### src/hdl/dspv_pkg.sv
`default_nettype none

package dspv_pkg;

  localparam int CHAR_W  = 8;
  localparam int POS_W   = 4;
  localparam int DAY_W   = 7;
  localparam int MONTH_W = 7;
  localparam int YEAR_W  = 14;
  localparam int DIGIT_W = 4;

  localparam logic [CHAR_W-1:0] CODE_ZERO  = 8'd48;
  localparam logic [CHAR_W-1:0] CODE_NINE  = 8'd57;
  localparam logic [CHAR_W-1:0] CODE_SLASH = 8'd47;

  // character positions in DD/MM/YYYY
  localparam logic [POS_W-1:0] POS_DAY_HI   = 4'd0;
  localparam logic [POS_W-1:0] POS_DAY_LO   = 4'd1;
  localparam logic [POS_W-1:0] POS_SLASH_A  = 4'd2;
  localparam logic [POS_W-1:0] POS_MON_HI   = 4'd3;
  localparam logic [POS_W-1:0] POS_MON_LO   = 4'd4;
  localparam logic [POS_W-1:0] POS_SLASH_B  = 4'd5;
  localparam logic [POS_W-1:0] POS_YEAR_0   = 4'd6;
  localparam logic [POS_W-1:0] POS_YEAR_1   = 4'd7;
  localparam logic [POS_W-1:0] POS_YEAR_2   = 4'd8;
  localparam logic [POS_W-1:0] POS_LAST     = 4'd9;
  localparam logic [POS_W-1:0] POS_SAT      = 4'd11;

  localparam logic [MONTH_W-1:0] MONTH_FEB = 7'd2;
  localparam logic [MONTH_W-1:0] MONTH_APR = 7'd4;
  localparam logic [MONTH_W-1:0] MONTH_JUN = 7'd6;
  localparam logic [MONTH_W-1:0] MONTH_SEP = 7'd9;
  localparam logic [MONTH_W-1:0] MONTH_NOV = 7'd11;
  localparam logic [MONTH_W-1:0] MONTH_MAX = 7'd12;

  localparam logic [DAY_W-1:0] DAY_MAX_LONG  = 7'd31;
  localparam logic [DAY_W-1:0] DAY_MAX_SHORT = 7'd30;
  localparam logic [DAY_W-1:0] DAY_MAX_FEB   = 7'd29;

  localparam int OUT_W = 32;

  typedef struct packed {
    logic               format_ok;
    logic [DAY_W-1:0]   day;
    logic [MONTH_W-1:0] month;
    logic [YEAR_W-1:0]  year;
  } parse_res_t;

endpackage

`default_nettype wire

### src/hdl/dspv_parse.sv
`default_nettype none

module dspv_parse
  import dspv_pkg::*;
(
  input  wire logic              clk,
  input  wire logic              rst,
  input  wire logic              step,
  input  wire logic [CHAR_W-1:0] char_code,
  input  wire logic              last_char,
  output parse_res_t             res
);

  logic [POS_W-1:0]   position, position_next;
  logic               layout_good, layout_good_next;
  logic [DAY_W-1:0]   day_acc, day_acc_next;
  logic [MONTH_W-1:0] month_acc, month_acc_next;
  logic [YEAR_W-1:0]  year_acc, year_acc_next;

  logic               digit;
  logic [DIGIT_W-1:0] dval;
  logic               fmt;

  assign digit = (char_code >= CODE_ZERO) && (char_code <= CODE_NINE);
  // '0' is 0x30, so the low nibble is the digit value
  assign dval  = char_code[DIGIT_W-1:0];

  always_comb begin
    layout_good_next = layout_good;
    day_acc_next     = day_acc;
    month_acc_next   = month_acc;
    year_acc_next    = year_acc;
    unique case (position) inside
      POS_SLASH_A, POS_SLASH_B: begin
        if (char_code != CODE_SLASH) layout_good_next = 1'b0;
      end
      POS_DAY_HI, POS_DAY_LO: begin
        if (!digit) layout_good_next = 1'b0;
        else day_acc_next = {day_acc[DAY_W-4:0], 3'b000} + {day_acc[DAY_W-2:0], 1'b0}
                            + DAY_W'(dval);
      end
      POS_MON_HI, POS_MON_LO: begin
        if (!digit) layout_good_next = 1'b0;
        else month_acc_next = {month_acc[MONTH_W-4:0], 3'b000}
                              + {month_acc[MONTH_W-2:0], 1'b0} + MONTH_W'(dval);
      end
      POS_YEAR_0, POS_YEAR_1, POS_YEAR_2, POS_LAST: begin
        if (!digit) layout_good_next = 1'b0;
        else year_acc_next = {year_acc[YEAR_W-4:0], 3'b000}
                             + {year_acc[YEAR_W-2:0], 1'b0} + YEAR_W'(dval);
      end
      default: layout_good_next = 1'b0;  // past the tenth character
    endcase
    position_next = (position < POS_SAT) ? position + 1'b1 : position;
  end

  assign fmt           = layout_good_next && (position == POS_LAST);
  assign res.format_ok = fmt;
  assign res.day       = fmt ? day_acc_next   : '0;
  assign res.month     = fmt ? month_acc_next : '0;
  assign res.year      = fmt ? year_acc_next  : '0;

  always_ff @(posedge clk) begin
    if (rst || (step && last_char)) begin
      position    <= '0;
      layout_good <= 1'b1;
      day_acc     <= '0;
      month_acc   <= '0;
      year_acc    <= '0;
    end else if (step) begin
      position    <= position_next;
      layout_good <= layout_good_next;
      day_acc     <= day_acc_next;
      month_acc   <= month_acc_next;
      year_acc    <= year_acc_next;
    end
  end

endmodule

`default_nettype wire

### src/hdl/dspv_calendar.sv
`default_nettype none

module dspv_calendar
  import dspv_pkg::*;
(
  input  wire logic [DAY_W-1:0]   day,
  input  wire logic [MONTH_W-1:0] month,
  input  wire logic [YEAR_W-1:0]  year,
  output logic                    ok
);

  logic short_month;

  assign short_month = (month == MONTH_APR) || (month == MONTH_JUN) ||
                       (month == MONTH_SEP) || (month == MONTH_NOV);

  always_comb begin
    ok = 1'b1;
    if (day == '0 || month == '0) ok = 1'b0;
    if (month > MONTH_MAX || day > DAY_MAX_LONG) ok = 1'b0;
    if (short_month && day > DAY_MAX_SHORT) ok = 1'b0;
    if (month == MONTH_FEB && day > DAY_MAX_FEB) ok = 1'b0;
    // leap day only when year is a multiple of four
    if (month == MONTH_FEB && day == DAY_MAX_FEB && year[1:0] != 2'b00) ok = 1'b0;
  end

endmodule

`default_nettype wire

### src/hdl/date_string_parse_validate.sv
// Channel  Dir  Bits  Contents (lowest bit up)
// s_*      in   8+1   tdata: char_code[7:0]; tlast: last_char
// m_*      out  32    tdata: format_ok, date_valid, day[6:0], month[6:0],
//                     year[13:0], 2 zero pad bits
//
// One character word per cycle is taken, except while a last character
// waits for the result register. The result word of a text passes through the
// input register, then the parse/calendar logic into the result register.
// Synchronous reset clears the input and result valids and the parse state.
// Non-last characters move on even while a result waits; only a last
// character holds in the input register until the result register is free.
`default_nettype none

module date_string_parse_validate
  import dspv_pkg::*;
(
  input  wire logic              clk,
  input  wire logic              rst,
  input  wire logic              s_tvalid,
  output logic                   s_tready,
  input  wire logic [CHAR_W-1:0] s_tdata,   // char_code[7:0]
  input  wire logic              s_tlast,   // last_char
  output logic                   m_tvalid,
  input  wire logic              m_tready,
  output logic [OUT_W-1:0]       m_tdata    // format_ok, date_valid, day, month, year
);

  // input register
  logic              in_valid;
  logic [CHAR_W-1:0] in_char;
  logic              in_last;

  logic       out_free;   // result register can take a new word
  logic       consume;    // input register word is processed this cycle
  parse_res_t res;
  logic       cal_ok;

  assign out_free = !m_tvalid || m_tready;
  assign consume  = in_valid && (!in_last || out_free);
  assign s_tready = !in_valid || consume;

  always_ff @(posedge clk) begin
    if (rst) begin
      in_valid <= 1'b0;
    end else if (s_tready) begin
      in_valid <= s_tvalid;
    end
  end

  always_ff @(posedge clk) begin
    if (s_tready) begin
      in_char <= s_tdata;
      in_last <= s_tlast;
    end
  end

  dspv_parse u_parse (
    .clk       (clk),
    .rst       (rst),
    .step      (consume),
    .char_code (in_char),
    .last_char (in_last),
    .res       (res)
  );

  dspv_calendar u_calendar (
    .day   (res.day),
    .month (res.month),
    .year  (res.year),
    .ok    (cal_ok)
  );

  // result register
  always_ff @(posedge clk) begin
    if (rst) begin
      m_tvalid <= 1'b0;
    end else if (out_free) begin
      m_tvalid <= consume && in_last;
    end
  end

  always_ff @(posedge clk) begin
    if (consume && in_last) begin
      m_tdata <= {2'b00, res.year, res.month, res.day,
                  res.format_ok && cal_ok, res.format_ok};
    end
  end

`ifndef NO_ASSERTIONS
  // a processed last character always yields a result word
  a_last_gives_result: assert property (@(posedge clk) disable iff (rst)
    consume && in_last |=> m_tvalid)
    else $error("last character did not produce a result");

  // a last character is never dropped while the result is stalled
  a_last_held: assert property (@(posedge clk) disable iff (rst)
    in_valid && in_last && m_tvalid && !m_tready |=> in_valid && in_last)
    else $error("last character lost under stall");

  // a valid date needs a good layout
  a_valid_needs_fmt: assert property (@(posedge clk) disable iff (rst)
    m_tvalid && m_tdata[1] |-> m_tdata[0])
    else $error("date_valid without format_ok");

  // bad layout reports zero fields
  a_bad_fmt_zero: assert property (@(posedge clk) disable iff (rst)
    m_tvalid && !m_tdata[0] |-> m_tdata[OUT_W-1:2] == '0)
    else $error("fields nonzero with bad format");
`endif

endmodule

`default_nettype wire

### config.mk
export PLATFORM = sky130hd
export DESIGN_NAME = date_string_parse_validate
export DESIGN_NICKNAME = d
export VERILOG_FILES = /design/src/hdl/dspv_pkg.sv /design/src/hdl/dspv_parse.sv /design/src/hdl/dspv_calendar.sv /design/src/hdl/date_string_parse_validate.sv
export SDC_FILE = /design/constraint.sdc
export NUM_CORES = 1
export LEC_CHECK = 0
export BUFFER_PORTS_ARGS = -buffer_cell sky130_fd_sc_hd__buf_2
export CORE_ASPECT_RATIO = 0.9
export CORE_MARGIN = 2
export CORE_UTILIZATION = 50
export DETAILED_ROUTE_END_ITERATION = 10
export PLACE_DENSITY = 0.71
export SYNTH_ARGS = -nofsm -noshare
export SYNTH_HDL_FRONTEND = slang
export SYNTH_SLANG_ARGS = --single-unit
export TNS_END_PERCENT = 5
### constraint.sdc
create_clock -name clk -period 4.25 [get_ports clk]
set_input_delay 0.85 -clock clk [delete_from_list [all_inputs] [get_ports clk]]
set_output_delay 0.85 -clock clk [all_outputs]
set_load 0.01 [all_outputs]
### After elaboration in Yosys (flattened, before gate mapping)

Index checks and enable logic that the tools add are counted.

* flip-flop bits (word level): 74
* input port bits: 13
* output and inout port bits: 34
* word-level logic and storage cells: 89

* add/sub/neg operators: 7
* $lt $le $gt $ge: 7
* equal/unequal tests: 16
* multiplexer cells: 17
* reduce and logical (&&, ||, !) cells: 31

Operator list (count)
* 7-bit 2-to-1 mux: 6
* 14-bit 2-to-1 mux: 2
* 7-bit by 5-bit greater-than comparator with 1-bit output, second input constant: 3
* 4-bit by 3-bit equality test with 1-bit output, second input constant: 4
* 14-bit adder: 1
* 14-bit by 4-bit adder with 14-bit output: 1
* 7-bit by 4-bit adder with 7-bit output: 2
* 7-bit adder: 2
* 7-bit by 3-bit equality test with 1-bit output, second input constant: 2
* 7-bit by 4-bit equality test with 1-bit output, second input constant: 2
* 7-bit zero test: 2
* 1-bit logical AND: 9
* 1-bit logical OR: 9
* 4-bit by 2-bit equality test with 1-bit output, second input constant: 2
* 4-bit equality test, second input constant: 2
* 8-bit by 6-bit >= comparator with 1-bit output, second input constant: 1
* 8-bit by 6-bit <= comparator with 1-bit output, second input constant: 1
* 8-bit by 6-bit inequality test with 1-bit output, second input constant: 1
* 8-bit OR reduction: 1
* 7-bit by 2-bit equality test with 1-bit output, second input constant: 1
* 7-bit by 5-bit equality test with 1-bit output, second input constant: 1
* 7-bit by 4-bit greater-than comparator with 1-bit output, second input constant: 1
* 1-bit 2-to-1 mux: 7
* 2-bit OR reduction: 3
* other kinds (10): 12

### Longest topological paths before layout

* depth in word-level cells: 15
* gate-level depth with buffers: 11

### Cells and area by module

From an unflattened synthesis, not the netlist that was laid out.

* cell total of the unflattened synthesis: 458
* area total of the unflattened synthesis: 4458.0 um2

Modules (own cells, without submodules)
* dspv_parse: instances 1, cells each 389, area an instance 3047.9 um2, sequential area each 660.6 um2
* date_string_parse_validate: instances 1, cells each 54, area an instance 1306.3 um2, sequential area each 1211.2 um2
* dspv_calendar: instances 1, cells each 15, area an instance 103.8 um2, sequential area each 0.0 um2

### Least setup slack after synthesis

OpenSTA, ideal clock, no wires.

* path kind: reg-to-reg
* start: register in_char[3]
* end: register m_tdata[28], data pin
* arrival: 2678 ps
* required time: 3984 ps
* slack: 1306 ps
* stages on the path, launching flop included: 10
* clock period less this slack: 2944 ps
* cell sequence: edfxtp_1 fa_1 fa_1 a21oi_1 o21ai_0 a2111oi_0 o31ai_1 xor2_1 mux2i_1 nor2_1

* longest elaborated chain between the ends: 5

RTL lines
* from (decl): line date_string_parse_validate.sv:30 `logic [CHAR_W-1:0] in_char;`
* from (signal assigned): line date_string_parse_validate.sv:52 `in_char <= s_tdata;`
* 8-bit by 6-bit >= comparator with 1-bit output / 8-bit by 6-bit <= comparator with 1-bit output (equally long branches): line dspv_parse.sv:24 `assign digit = (char_code >= CODE_ZERO) && (char_code <= CODE_NINE);`
* 1-bit logical AND: line dspv_parse.sv:24
* 1-bit 2-to-1 mux: line dspv_parse.sv:38, dspv_parse.sv:43, dspv_parse.sv:48
* 1-bit case mux with 2 select lines: line dspv_parse.sv:33 `unique case (position) inside`
* 1-bit logical AND: line dspv_parse.sv:57 `assign fmt = layout_good_next && (position == POS_LAST);`
* to (signal assigned): line date_string_parse_validate.sv:84 `m_tdata <= {2'b00, res.year, res.month, res.day,`
* to (decl): line date_string_parse_validate.sv:25 `output logic [OUT_W-1:0] m_tdata`

Parallel ways exist; a longest one is shown, timed or not.
A chain may end at the register's enable or synchronous reset.

### Worst setup path in the final report

Same ends and word-level chain as after synthesis.

==> run metrics <==
status=finished clean; Syn Area/Cell=10.10 sq um; first-pass GRT wire length=14910 microns; share of layout cells above drive strength 1=0.1649; slowest CP cell=a2111oi_0; Hold Startpoint=u_parse.layout_good; worst hold margin=0.4652 ns; fin util=0.5755; DRT Wirelength=8960 microns; Sink Count=74; CP dominant cell by count=fa_1; pin count of the biggest net entering global routing=34; final-report max-slew violation count=0; WP depth=9; main flop type after synthesis=edfxtp_1; total gr overflow=0; clock skew=0.005199 ns; htree depth=3; Die ar.=0.009722 sq mm; initial antenna violation count=0; via count=3257; DRC viols=0; Hold Vio Cnt, Final=0; Synth cell types=59; RSZ-0062 raised after global routing=no; drt first-iter violations=135; Clock Latency Late Sink=0.35 ns; EDFF count, synth=39; Final ANT Viol Nets=0; Setup crit end kind=register; initial core utilization=0.5174; CTS Buffer Depth=2; CTS Buf Count=9; clk root buf=clkbuf_8; Place WS=0.9352 ns; row count=32; CP max stage delay=0.62 ns; GRT Util Overall=0.1939; CP Class=reg2reg; final worst slack=0.9110 ns; core area=0.008648 sq mm; Seq/Total Area, Yosys=0.4183; vias in the first global route=3059; antenna cells=0; Finish-stage setup viols=0; CTS tree=built; die height=93.74 microns; peak supply drop=0.2233 mV; setup TNS=0 ns; CP bufs+invs=0; R2R cell count=9; Register-to-Register Setup Slack=0.91 ns; WP data arrival=3.42 ns; clk slew on worst S/H paths=0.08 ns; Lkg Pwr=2.053 nW; Seq. cell area=0.001872 sq mm; commonest cells after routing, fill and taps aside=61 x nor2_1, 44 x buf_2, 42 x ha_1, 39 x nand2_1, 39 x edfxtp_1; drt first pass iters=4; most common cell after layout, fill and taps aside=nor2_1; gpl congestion=0.8609; Worst-Margin Slew=0.9887 ns; Post-CTS Hold Fix Bufs=0; nets=541; r2r startpoint=in_char[3]; Synth async-reset ratio=0; Synth Register Bits=74; number of cells produced by synthesis=443; Reg-to-Reg End=m_tdata[28]; Final Cycle Share=0.7857; Die W=103.7 microns; Slew headroom=0.3384; Layout area overhead=11.24%; HP Class=reg2reg; Via density=5.392; post-route cell area=0.004977 sq mm; WP data required=4.33 ns; critical-path cell list=fa_1 -> fa_1 -> a21oi_1 -> o21ai_0 -> a2111oi_0 -> o31ai_1 -> xor2_1 -> mux2i_1 -> nor2_1; critical path launch point type=register; Placed Area=0.004750 sq mm; Setup crit start=in_char[3]; area taken by multi-input logic gates=0.002422 sq mm; CP Max Fanout=5; num ports=47; # port buffers=44; Setup crit end=m_tdata[28]; Max Fclk=299.5 MHz; post-CTS setup buffer count=0; cell area after synthesis=0.004474 sq mm; Max Cap Viol=0; routed len/inst=14.83 microns; critical path's top delay family=compound AO/OA/AOI/OAI gates; HPWL after DPL=6373 microns; yosys warns=0; filler cell count in the final layout=771; P per Cell Area=300.4 mW/mm^2; Tmin final=3.339 ns; CTS resizes=0
==> final cells by class <==
| cell class | instances | share of cell area |
|---|---|---|
| repair buffers | 46 | 0.04726 |
| multi-input cells | 330 | 0.4867 |
| flip-flops and latches | 74 | 0.3761 |
| clock inverters | 6 | 0.01810 |
| well taps | 119 | 0.02991 |
| clock buffers | 10 | 0.02765 |
| inverters | 19 | 0.01433 |
==> layer usage <==
| metal | vias to the layer above | global-route usage | wire (microns) |
|---|---|---|---|
| li1 | 1637 | - | - |
| met1 | 1542 | 0.2700 | 4517 |
| met2 | 70 | 0.3079 | 3977 |
| met3 | 8 | 0.03398 | 361 |
| met4 | 0 | 0.06644 | 105 |
| met5 | - | 0 | 0 |
==> per-stage QoR <==
step                power [mW]  instances
floorplan               0.8606        444
global placement        0.8849        588
detailed placement      0.8876        588
CTS                      1.511        604
global route             1.546        604
finish                   1.495        604
==> cell families after synthesis <==
logic type	synth area share
compound gates	0.1166
xor+xnor	0.04698
fa+ha+maj	0.1443
buf+inv	0.04111
flops	0.4183
mux	0.06991
other cells	0.0008381
simple gates	0.1619
==> report_power, final <==
group | internal [mW] | total [mW] | switching [mW]
clock | 0.348 | 0.624 | 0.277
sequential | 0.765 | 0.779 | 0.0138
combinational | 0.0364 | 0.0921 | 0.0557
==> synth_stat cells, types with 2 or more instances <==
master,n,area [sq um]
nor2b_1,3,18.77
and3_1,2,12.51
nand2b_1,3,18.77
dfxtp_1,35,700.7
nor2_1,61,229.0
a21oi_1,30,150.1
xnor2_1,18,157.7
ha_1,42,525.5
buf_1,2,7.510
xor2_1,6,52.55
edfxtp_1,39,1171
mux2i_1,29,290.3
o21a_1,2,15.01
nand2_1,39,146.4
nor4_1,2,12.51
o21ai_0,14,70.07
a211oi_1,10,75.07
o31ai_1,2,15.01
inv_1,18,67.56
and2_1,3,18.77
fa_1,6,120.1
or2_2,3,18.77
buf_2,5,25.02
buf_4,3,22.52
nand4_1,4,25.02
clkbuf_1,10,37.54
nor3_1,5,25.02
nand3_1,8,40.04
o211ai_1,2,15.01
or4_1,2,15.01
a21o_1,7,52.55
==> worst min-delay path by stage <==
| stage | endpoint | slack [ns] | cells past startpoint |
|---|---|---|---|
| after floorplan | u_parse.layout_good | 0.43 | 1 |
| after global placement | u_parse.layout_good | 0.44 | 1 |
| after detailed placement | u_parse.layout_good | 0.44 | 1 |
| after CTS | u_parse.layout_good | 0.46 | 1 |
| after global routing | u_parse.layout_good | 0.50 | 1 |
| final | u_parse.layout_good | 0.47 | 1 |
==> state kept, by name, indices dropped and copies added, names as in the netlist <==
signal	flops
m_tvalid	1
u_parse.position	4
u_parse.month_acc	7
u_parse.year_acc	14
in_char	8
in_valid	1
m_tdata	30
u_parse.layout_good	1
u_parse.day_acc	7
in_last	1
Power figures use the tool's default switching activity.
